**src/rtl/pfws_pkg.sv**
```systemverilog
// Package for the wheel-speed follower: state encoding, loop constants and widths.
// Depends on nothing; the follower top level refers to it by scoped names.
`default_nettype none

package pfws_pkg;

	// Register indexes (byte address bit 2)
	localparam logic REG_LINEAR_GAIN = 1'b0;
	localparam logic REG_TURN_GAIN   = 1'b1;

	localparam int ADDR_W = 3;
	localparam int DATA_W = 32;
	localparam int PROX_W = 12;
	localparam int GAIN_W = 6;
	localparam int SPEED_W = 12;
	localparam int INTEG_W = 16;

	localparam logic [GAIN_W-1:0] LINEAR_GAIN_RST = 6'd4;
	localparam logic [GAIN_W-1:0] TURN_GAIN_RST   = 6'd2;

	// Distance is sum/50, taken as (sum * 5243) >> 18; exact for sums up to 8190
	localparam int RECIP_50   = 5243;
	localparam int RECIP_SHIFT = 18;

	localparam int SETPOINT_DIST = 100;
	localparam int SPEED_LIMIT   = 999;
	localparam int SPEED_TRIP    = 1000;
	localparam int INT_CAP_HIGH  = 60;
	localparam int INT_FLOOR_LOW = -10;
	localparam int INT_RATIO     = 60;
	localparam int INT_MAX16     = 32767;
	localparam int INT_MIN16     = -32768;

	// Restoring division 999 / gain: one quotient bit per step
	localparam int DIV_STEPS = 10;

	typedef enum logic [6:0] {
		ST_IDLE  = 7'b0000001,
		ST_DIST  = 7'b0000010,
		ST_ERR   = 7'b0000100,
		ST_INTEG = 7'b0001000,
		ST_LMUL  = 7'b0010000,
		ST_AMUL  = 7'b0100000,
		ST_FIN   = 7'b1000000
	} state_t;

endpackage

`default_nettype wire

```
**src/rtl/pi_follow_wheel_speed_controller.sv**
```systemverilog
// Wheel-speed follower top level: PI distance loop, P position loop, APB gain registers.
// Depends on pfws_pkg for constants and the sequencer state type.
//
// Usage:
//   Input channel (in_valid/in_ready) carries four front proximity readings per
//   transaction. Output channel (out_valid/out_ready) carries one pair of wheel
//   speeds per input transaction, in order. Gains are written over the APB port
//   (linear_gain at 0x0, turn_gain at 0x4) while the block is idle.
//   An accepted item passes the states DIST, ERR, INTEG, LMUL, AMUL and FIN in
//   order. One shared multiplier serves three steps (distance reciprocal,
//   linear gain, turn gain) and a restoring divider forms 999/linear_gain one
//   quotient bit per cycle; FIN waits for the ten divider steps to finish.
//   New items are taken only in IDLE: in_ready rises together with out_valid.
//   A finished result waits in the output register; the next item is accepted
//   meanwhile, and its final step holds until the receiver takes the previous one.
//   Reset: gains return to 4 and 2, the integral clears to zero, both channels idle.
`default_nettype none

module pi_follow_wheel_speed_controller (
	input  logic                               clk,
	input  logic                               arst_n,
	input  logic                               psel,
	input  logic                               penable,
	input  logic                               pwrite,
	input  logic [pfws_pkg::ADDR_W-1:0]        paddr,
	input  logic [pfws_pkg::DATA_W-1:0]        pwdata,
	output logic [pfws_pkg::DATA_W-1:0]        prdata,
	output logic                               pready,
	input  logic                               in_valid,
	output logic                               in_ready,
	input  logic [pfws_pkg::PROX_W-1:0]        prox_right_front,
	input  logic [pfws_pkg::PROX_W-1:0]        prox_right_diag,
	input  logic [pfws_pkg::PROX_W-1:0]        prox_left_diag,
	input  logic [pfws_pkg::PROX_W-1:0]        prox_left_front,
	output logic                               out_valid,
	input  logic                               out_ready,
	output logic signed [pfws_pkg::SPEED_W-1:0] left_wheel_speed,
	output logic signed [pfws_pkg::SPEED_W-1:0] right_wheel_speed
);

	// Configuration registers
	logic [pfws_pkg::GAIN_W-1:0] lin_gain_q;
	logic [pfws_pkg::GAIN_W-1:0] turn_gain_q;
	logic                        cfg_wr;

	// Sequencer and datapath registers
	pfws_pkg::state_t                  state_q;
	logic [12:0]                       sum_q;
	logic signed [13:0]                pos_q;
	logic signed [7:0]                 err_q;
	logic signed [pfws_pkg::INTEG_W-1:0] integ_q;
	logic signed [22:0]                lin_q;
	logic signed [26:0]                prod_q;

	// Divider registers
	logic [5:0]                        div_rem_q;
	logic [9:0]                        div_quo_q;
	logic [3:0]                        div_cnt_q;

	// Output register
	logic                              out_valid_q;
	logic signed [pfws_pkg::SPEED_W-1:0] left_q;
	logic signed [pfws_pkg::SPEED_W-1:0] right_q;

	logic in_acc;
	logic fin_go;

	// Shared multiplier
	logic signed [17:0] mul_a;
	logic signed [14:0] mul_b;
	logic signed [32:0] mul_p;

	// Distance / error
	logic [7:0]         dist_val;
	logic signed [7:0]  err_d;

	// Integral update
	logic signed [22:0] int_x60;
	logic signed [22:0] int_n;
	logic signed [2:0]  int_adj;
	logic signed [17:0] int_sum;
	logic signed [pfws_pkg::INTEG_W-1:0] int_upd;

	// Divider step
	logic [6:0] div_trial;
	logic       div_ge;
	logic       div_done;

	// Final step
	logic signed [11:0] quo_s;
	logic signed [11:0] v_hi;
	logic signed [11:0] v_lo;
	logic signed [11:0] lin_sat;
	logic signed [11:0] ang_sat;
	logic signed [pfws_pkg::INTEG_W-1:0] int_fin;

	// ------------------------------------------------------------------
	// APB: zero wait states, writes land on the access phase
	// ------------------------------------------------------------------
	assign pready = 1'b1;
	assign cfg_wr = psel & penable & pwrite & pready;

	always_ff @(posedge clk or negedge arst_n) begin
		if (!arst_n) begin
			lin_gain_q  <= pfws_pkg::LINEAR_GAIN_RST;
			turn_gain_q <= pfws_pkg::TURN_GAIN_RST;
		end else if (cfg_wr) begin
			if (paddr[2] == pfws_pkg::REG_LINEAR_GAIN) begin
				lin_gain_q <= pwdata[pfws_pkg::GAIN_W-1:0];
			end else begin
				turn_gain_q <= pwdata[pfws_pkg::GAIN_W-1:0];
			end
		end
	end

	always_comb begin
		if (paddr[2] == pfws_pkg::REG_LINEAR_GAIN) begin
			prdata = {{(pfws_pkg::DATA_W-pfws_pkg::GAIN_W){1'b0}}, lin_gain_q};
		end else begin
			prdata = {{(pfws_pkg::DATA_W-pfws_pkg::GAIN_W){1'b0}}, turn_gain_q};
		end
	end

	// ------------------------------------------------------------------
	// Handshakes
	// ------------------------------------------------------------------
	assign in_ready  = (state_q == pfws_pkg::ST_IDLE);
	assign in_acc    = in_valid & in_ready;
	assign out_valid = out_valid_q;
	assign left_wheel_speed  = left_q;
	assign right_wheel_speed = right_q;

	// Final step fires once the quotient is ready and the output register is free
	assign div_done = (div_cnt_q == 4'd0);
	assign fin_go   = (state_q == pfws_pkg::ST_FIN) & div_done & (~out_valid_q | out_ready);

	// ------------------------------------------------------------------
	// Shared multiplier: operand select per step, product registered
	// ------------------------------------------------------------------
	always_comb begin
		mul_a = '0;
		mul_b = '0;
		case (state_q)
			pfws_pkg::ST_DIST: begin
				mul_a = signed'({5'b0, sum_q});
				mul_b = 15'(pfws_pkg::RECIP_50);
			end
			pfws_pkg::ST_LMUL: begin
				mul_a = 18'(err_q) + 18'(integ_q);
				mul_b = signed'({9'b0, lin_gain_q});
			end
			pfws_pkg::ST_AMUL: begin
				// angular speed is minus position times gain
				mul_a = 18'(pos_q);
				mul_b = -signed'({9'b0, turn_gain_q});
			end
			default: begin
				mul_a = '0;
				mul_b = '0;
			end
		endcase
	end

	assign mul_p = mul_a * mul_b;

	// ------------------------------------------------------------------
	// Distance error from the reciprocal product
	// ------------------------------------------------------------------
	assign dist_val = prod_q[pfws_pkg::RECIP_SHIFT+7:pfws_pkg::RECIP_SHIFT];
	assign err_d    = signed'(8'(pfws_pkg::SETPOINT_DIST) - dist_val);

	// ------------------------------------------------------------------
	// Integral: trunc((60*I + err)/60) = I + floor or ceil of err/60,
	// chosen by the sign of 60*I + err; err stays within -63..100.
	// ------------------------------------------------------------------
	assign int_x60 = (23'(integ_q) <<< 6) - (23'(integ_q) <<< 2);
	assign int_n   = int_x60 + 23'(err_q);

	always_comb begin
		if (!int_n[22]) begin
			priority if (err_q >= 8'(pfws_pkg::INT_RATIO))  int_adj = 3'sd1;
			else if (err_q >= 8'sd0)                         int_adj = 3'sd0;
			else if (err_q >= -8'(pfws_pkg::INT_RATIO))      int_adj = -3'sd1;
			else                                             int_adj = -3'sd2;
		end else begin
			priority if (err_q > 8'(pfws_pkg::INT_RATIO))   int_adj = 3'sd2;
			else if (err_q > 8'sd0)                          int_adj = 3'sd1;
			else if (err_q > -8'(pfws_pkg::INT_RATIO))       int_adj = 3'sd0;
			else                                             int_adj = -3'sd1;
		end
	end

	assign int_sum = 18'(integ_q) + 18'(int_adj);

	always_comb begin
		priority if (int_sum > 18'(pfws_pkg::INT_MAX16))      int_upd = 16'(pfws_pkg::INT_MAX16);
		else if (int_sum < 18'(pfws_pkg::INT_MIN16))          int_upd = 16'(pfws_pkg::INT_MIN16);
		else                                                  int_upd = int_sum[15:0];
	end

	// ------------------------------------------------------------------
	// Restoring divider: 999 / linear_gain, one bit per cycle
	// ------------------------------------------------------------------
	assign div_trial = {div_rem_q, div_quo_q[9]};
	assign div_ge    = (div_trial >= {1'b0, lin_gain_q});

	always_ff @(posedge clk or negedge arst_n) begin
		if (!arst_n) begin
			div_cnt_q <= '0;
		end else if (in_acc) begin
			div_cnt_q <= 4'(pfws_pkg::DIV_STEPS);
		end else if (!div_done) begin
			div_cnt_q <= div_cnt_q - 4'd1;
		end
	end

	always_ff @(posedge clk) begin
		if (in_acc) begin
			div_rem_q <= '0;
			div_quo_q <= 10'(pfws_pkg::SPEED_LIMIT);
		end else if (!div_done) begin
			div_rem_q <= div_ge ? 6'(div_trial - {1'b0, lin_gain_q}) : div_trial[5:0];
			div_quo_q <= {div_quo_q[8:0], div_ge};
		end
	end

	// ------------------------------------------------------------------
	// Final step: saturate both speeds, back-calculate the integral
	// ------------------------------------------------------------------
	assign quo_s = signed'({2'b0, div_quo_q});
	assign v_hi  = quo_s - 12'(err_q);
	assign v_lo  = 12'(err_q) - quo_s;

	always_comb begin
		priority if (lin_q >= 23'(pfws_pkg::SPEED_TRIP)) begin
			lin_sat = 12'(pfws_pkg::SPEED_LIMIT);
			int_fin = (v_hi > 12'(pfws_pkg::INT_CAP_HIGH)) ?
				16'(pfws_pkg::INT_CAP_HIGH) : 16'(v_hi);
		end else if (lin_q <= -23'(pfws_pkg::SPEED_TRIP)) begin
			lin_sat = -12'(pfws_pkg::SPEED_LIMIT);
			int_fin = (v_lo < 12'(pfws_pkg::INT_FLOOR_LOW)) ?
				16'(pfws_pkg::INT_FLOOR_LOW) : 16'(v_lo);
		end else begin
			lin_sat = lin_q[11:0];
			int_fin = integ_q;
		end
	end

	always_comb begin
		priority if (prod_q >= 27'(pfws_pkg::SPEED_TRIP))     ang_sat = 12'(pfws_pkg::SPEED_LIMIT);
		else if (prod_q <= -27'(pfws_pkg::SPEED_TRIP))        ang_sat = -12'(pfws_pkg::SPEED_LIMIT);
		else                                                  ang_sat = prod_q[11:0];
	end

	// ------------------------------------------------------------------
	// Sequencer
	// ------------------------------------------------------------------
	always_ff @(posedge clk or negedge arst_n) begin
		if (!arst_n) begin
			state_q <= pfws_pkg::ST_IDLE;
		end else begin
			unique case (state_q)
				pfws_pkg::ST_IDLE:  if (in_acc) state_q <= pfws_pkg::ST_DIST;
				pfws_pkg::ST_DIST:  state_q <= pfws_pkg::ST_ERR;
				pfws_pkg::ST_ERR:   state_q <= pfws_pkg::ST_INTEG;
				pfws_pkg::ST_INTEG: state_q <= pfws_pkg::ST_LMUL;
				pfws_pkg::ST_LMUL:  state_q <= pfws_pkg::ST_AMUL;
				pfws_pkg::ST_AMUL:  state_q <= pfws_pkg::ST_FIN;
				pfws_pkg::ST_FIN:   if (fin_go) state_q <= pfws_pkg::ST_IDLE;
				default:            state_q <= pfws_pkg::ST_IDLE;
			endcase
		end
	end

	// Integral state: reset to zero, updated twice per item
	always_ff @(posedge clk or negedge arst_n) begin
		if (!arst_n) begin
			integ_q <= '0;
		end else if (state_q == pfws_pkg::ST_INTEG) begin
			integ_q <= int_upd;
		end else if (fin_go) begin
			integ_q <= int_fin;
		end
	end

	// Datapath payload registers
	always_ff @(posedge clk) begin
		if (in_acc) begin
			sum_q <= 13'(prox_right_front) + 13'(prox_left_front);
			pos_q <= signed'(14'(prox_right_front) + 14'(prox_right_diag)
				- 14'(prox_left_front) - 14'(prox_left_diag));
		end
		if (state_q == pfws_pkg::ST_ERR) begin
			err_q <= err_d;
		end
		if (state_q == pfws_pkg::ST_AMUL) begin
			lin_q <= prod_q[22:0];
		end
		if ((state_q == pfws_pkg::ST_DIST) || (state_q == pfws_pkg::ST_LMUL) ||
			(state_q == pfws_pkg::ST_AMUL)) begin
			prod_q <= mul_p[26:0];
		end
	end

	// Output register: hold until the receiver takes it
	always_ff @(posedge clk or negedge arst_n) begin
		if (!arst_n) begin
			out_valid_q <= 1'b0;
		end else if (fin_go) begin
			out_valid_q <= 1'b1;
		end else if (out_ready) begin
			out_valid_q <= 1'b0;
		end
	end

	always_ff @(posedge clk) begin
		if (fin_go) begin
			left_q  <= lin_sat - ang_sat;
			right_q <= lin_sat + ang_sat;
		end
	end

`ifndef NO_ASSERTIONS
	a_accept_starts: assert property (@(posedge clk) disable iff (!arst_n)
		in_valid && in_ready |=> state_q == pfws_pkg::ST_DIST)
		else $error("accepted item did not start the sequence");

	a_fin_needs_quotient: assert property (@(posedge clk) disable iff (!arst_n)
		fin_go |-> div_cnt_q == 4'd0)
		else $error("final step ran before the divider finished");

	a_fin_holds_on_stall: assert property (@(posedge clk) disable iff (!arst_n)
		state_q == pfws_pkg::ST_FIN && out_valid_q && !out_ready |=>
		state_q == pfws_pkg::ST_FIN && $stable(left_q) && $stable(right_q))
		else $error("pending result overwritten while stalled");

	a_speed_range: assert property (@(posedge clk) disable iff (!arst_n)
		out_valid_q |-> left_q >= -12'sd1998 && left_q <= 12'sd1998 &&
		right_q >= -12'sd1998 && right_q <= 12'sd1998)
		else $error("wheel speed out of range");
`endif

endmodule

`default_nettype wire
```
**config.mk**
```make
export PLATFORM = sky130hd
export DESIGN_NAME = pi_follow_wheel_speed_controller
export DESIGN_NICKNAME = d
export VERILOG_FILES = /design/src/rtl/pfws_pkg.sv /design/src/rtl/pi_follow_wheel_speed_controller.sv
export SDC_FILE = /design/constraint.sdc
export NUM_CORES = 1
export LEC_CHECK = 0
export BUFFER_PORTS_ARGS = -buffer_cell sky130_fd_sc_hd__buf_2
export CAP_MARGIN = 0
export CORE_ASPECT_RATIO = 1.25
export CORE_UTILIZATION = 64
export CTS_BUF_LIST = sky130_fd_sc_hd__clkbuf_8
export DETAILED_ROUTE_END_ITERATION = 7
export PLACE_DENSITY = 0.84
export REMOVE_ABC_BUFFERS = 1
export SYNTH_ARGS = -nofsm -noshare
export SYNTH_HDL_FRONTEND = slang
export SYNTH_SLANG_ARGS = --single-unit
```
**constraint.sdc**
```tcl
create_clock -name clk -period 10.3 [get_ports clk]
set_input_delay 1.03 -clock clk [delete_from_list [all_inputs] [get_ports clk]]
set_output_delay 1.03 -clock clk [all_outputs]
set_load 0.1 [all_outputs]
```
# Word level (Yosys, flattened, before mapping)
# Cells that the tools add are included.
# totals
regBits	165
output_inout_bits	59
inputBits	90
# classes
add_sub_neg	16
n_reduce_logical	10
order_cmp	15
n_mul	1
mux	30
n_bitwise	8
eq_ne	10
# ops
operator	count
$mux 16	8
$pmux 18 s3	1
$pmux 7 s7	1
$mux 12	4
$pmux 15 s3	1
$ge 27x11->1 const B	1
$le 27x11->1 const B	1
$mul 18x15->27	1
$add 12x12->13	2
$add 23x8->23	1
$ge 23x11->1 const B	1
$le 23x11->1 const B	1
$sub 22x18->23	1
$mux 3	6
$add 16x3->17	1
$add 8x16->17	1
$gt 17x16->1 const B	1
$lt 17x16->1 const B	1
$ge 8x7->1 const B	2
$gt 8x7->1 const B	2
$neg 6->15	1
$mux 7	2
$sub 13x12->14	1
$sub 14x12->14	1
other kinds (32)	47

# Logic depth before layout (Yosys ltp)
# logic_depth
word_depth	10
ltp_mapped	33

# Worst setup path after synthesis
# No wires, ideal clock.
# synth_path
kind	flip-flop to flip-flop
startpoint	register err_q[1]
endpoint	register prod_q[26] (data pin)
setup_slack_ns	2.595
arrival_time_ns	7.446
period_less_slack_ns	7.705
n_path_buf	1
path_stages_with_launch	31
setup_time_ns	0.259
cell_sequence	edfxtp_1 inv_1 fa_1 nor2b_1 o31a_1 o21a_1 nor2_1 xnor2_1 a222oi_1 buf_2 nor2_1 fa_1 inv_1 fa_1 fa_1 inv_1 fa_1 fa_1 inv_1 fa_1 inv_1 ha_1 nor4_1 o21ai_1 a311oi_1 nor2b_1 nor4_2 o31ai_1 a211oi_2 a21oi_1 xnor2_1
# synth_between
elab_chain_cells	3
# synth_rtl
item	line	text
from (decl)	pi_follow_wheel_speed_controller.sv:50	logic signed [7:0] err_q;
from (signal assigned)	pi_follow_wheel_speed_controller.sv:294	err_q <= err_d;
$add 8x16->17	pi_follow_wheel_speed_controller.sv:149	mul_a = 18'(err_q) + 18'(integ_q);
$pmux 18 s3	pi_follow_wheel_speed_controller.sv:143	case (state_q)
$mul 18x15->27	pi_follow_wheel_speed_controller.sv:164	assign mul_p = mul_a * mul_b;
named net mul_p[26]	pi_follow_wheel_speed_controller.sv:71	logic signed [32:0] mul_p;
to (signal assigned)	pi_follow_wheel_speed_controller.sv:301	prod_q <= mul_p[26:0];
to (decl)	pi_follow_wheel_speed_controller.sv:53	logic signed [26:0] prod_q;
# The timed path passes the listed nets, and every way through them passes these cells.
# A chain may end at the register's enable or synchronous reset.

# Worst setup path in the final report
# Ends and elaborated chain as after synthesis.

==> run summary <==
Worst reg2reg startpoint: err_q[1]$_DFFE_PP_
IR drop worst, VDD: 0.124 mV
Gr usage total: 31.7%
Final Cycle Share: 86.9%
Grt total ovfl: 0
Routed wl met2: 26,300 µm
Most frequent CP cell: fa_1
Post-CTS Setup Bufs: 0
Final setup fails: 0
Max Used Layer: met4
Synthesized area per cell: 9.30 µm²
Final hold violation count: 0
Total clock sinks: 164
Clk Latency, worst-skew pair: 500 ps
Number of vias per cell: 5.88
CTS Hold Bufs: 0
H-tree lvl count: 4
Crit Path Class: reg -> reg
Final design utilization: 69.3%
Die span in y: 207 µm
M1 wire length: 19,100 µm
Slew headroom: 23.7%
Post-synth top area cell: fa_1
Post-Syn Area: 21,500 µm²
Vias post-DR: 16,628
Failing checks: DRC
Max-Cap Viols: 0
Antenna violations before repair: 0
Number of global-route vias before repair: 17,513
Setup repair after global routing missed its margin: no
DRC: 5
Placer Congestion: 0.929
Post-layout min period: 8950 ps
Worst hold path type: reg -> reg
Post-synth top cells: inv_1, fa_1, nor2_1
CP startpoint kind: flop
DR WL met3: 2990 µm
Clock Skew: 19.7 ps
Initial DRC Count: 1,291
Clock transition at path regs: 110 ps
Sequential fraction of the synthesis area: 21.2%
Critical Path End Type: flop
Synth warn: 0
Placement Setup Slack: 1510 ps
Layout overhead on the synthesized area: 5.69%
Status: finished, violations left
DP HPWL: 42,600 µm
Cts repair resizes: 0
Share of layout cells above drive strength 1: 8.68%
Final Worst Setup Slack: 1350 ps
Count leader, synth: inv_1
Synth async-reset ratio: 24.4%
Worst Path Max Fanout: 8
CTS Buf Count: 17
Design Area, Final: 22,800 µm²
Fin. max-slew vios: 0
Mapped Cells: 2,316
WL/cell: 18.3 µm
Synth cell types: 100
CTS tree: yes
EDFF count, synth: 108
CP required: 10,600 ps
Clock root cell: clkbuf_8
Ys flop type: edfxtp_1
Synth top area cells: fa_1, edfxtp_1, ha_1
Clk buf depth: 2
Area of the core: 32,900 µm²
Top Ports: 149
P_leak: 10.8 nW
Pwr Density: 171 nW/µm²
WL final: 51,800 µm
# port buffers: 93
Crit path buffers/inverters: 3
Crit path from: err_q[1]$_DFFE_PP_
Largest net degree at the start of global routing: 52
Die area: 34,400 µm²
Critical path's top delay family: adder cells
Row cnt: 74
HP Start: div_rem_q[5]$_SDFFE_PP0P_
Least-Margin Pin Slew: 1140 ps
Multi-input gate area: 15,000 µm²
First-pass GRT wire length: 85,600 µm
CP Data Arrival Time: 9250 ps
Synthesis-stage register bit count: 164
Fmax: 0.112 GHz
Reg area: 4570 µm²
Initial DRT Pass Iterations: 8
N_diodes: 0
Synth top area share: 23.9%
Worst-path cell with the longest stage delay: fa_1
Post-DRT Antenna Nets: 0
Power, Total: 3.88 mW
Area post-placement: 22,400 µm²
NumNets Final: 2,964
Fill count: 2,443
Die Wd: 166 µm
Crit path largest cell delay: 600 ps
Initial Util: 65.6%
sequential cells by signal, summed over array words and instances (netlist names):
| name | flops |
|---|---|
| turn_gain_q | 6 |
| integ_q | 16 |
| lin_gain_q | 6 |
| state_q | 7 |
| pos_q | 14 |
| prod_q | 27 |
| out_valid | 1 |
| div_quo_q | 10 |
| sum_q | 13 |
| lin_q | 23 |
| div_cnt_q | 4 |
| err_q | 8 |
| left_wheel_speed | 12 |
| div_rem_q | 6 |
| right_wheel_speed | 11 |
metrics by stage:
step | instances | hold WS [ps] | TNS [ps]
after CTS | 2826 | 470 | 0
after floorplan | 2262 | 434 | -212
final | 2826 | 468 | 0
after global routing | 2826 | 497 | 0
after detailed placement | 2794 | 452 | 0
after global placement | 2794 | 444 | 0
per-layer routing:
metal  vias up  global-route usage (%)
li1       7694                       -
met1      8089                    35.6
met2       639                    56.7
met3       206                    4.60
met4         0                    19.6
met5         -                       0
kinds of logic (layout without fill, tap and decap cells):
logic type / Yosys count / in the layout / synth area share [%]
AO/OA/AOI/OAI: 405 / 405 / 13.1
adder cells (fa/ha/maj): 479 / 479 / 36.8
multiplexers: 15 / 15 / 0.772
buffers and inverters: 523 / 590 / 9.79
AND/OR/NAND/NOR: 600 / 600 / 13.2
other: 2 / 27 / 0.0349
flip-flops: 164 / 164 / 21.2
XOR/XNOR: 128 / 128 / 5.20
worst paths after layout:
kind	cells past startpoint	slack (ps)	end
setup reg to reg	29	1350	prod_q[26]$_DFFE_PP_
hold / removal	2	470	div_rem_q[5]$_SDFFE_PP0P_
hold reg to reg	2	470	div_rem_q[5]$_SDFFE_PP0P_
min in group asynchronous	1	670	state_q[6]$_DFFE_PN0P_
setup / recovery	29	1350	prod_q[26]$_DFFE_PP_
max in group asynchronous	1	9020	integ_q[8]$_DFFE_PN0P_
area by class of cell:
cell class,count,area share [%]
multi-input combinational,1654,65.8
clock buffer,17,1.03
inverter,444,7.32
sequential,164,20.1
tap,418,2.30
clock inverter,15,0.775
timing repair buffer,114,2.74
where the power goes:
group | internal, mW | switching (mW)
Clock | 0.186 | 0.292
Sequential | 0.874 | 0.137
Combinational | 0.936 | 1.46
layout by cell type, fill, tap and decap left out, types with 20 or more instances in the layout:
master / instances
a21o_1: 43
a21oi_1: 98
buf_2: 93
buf_4: 21
conb_1: 27
dfrtp_1: 37
edfxtp_1: 108
fa_1: 257
ha_1: 222
inv_1: 440
nand2_1: 135
nand2b_1: 41
nand3_1: 27
nor2_1: 243
nor3_1: 28
o21ai_0: 57
o21ai_1: 24
o21bai_1: 20
xnor2_1: 96
xor2_1: 32
tightest hold or removal path, delay by kind of cell (launching register included):
family           cells  cell delay (ps)
AND/OR/NAND/NOR      2              110
flip-flops           1              330
Power figures use the tool's default switching activity.
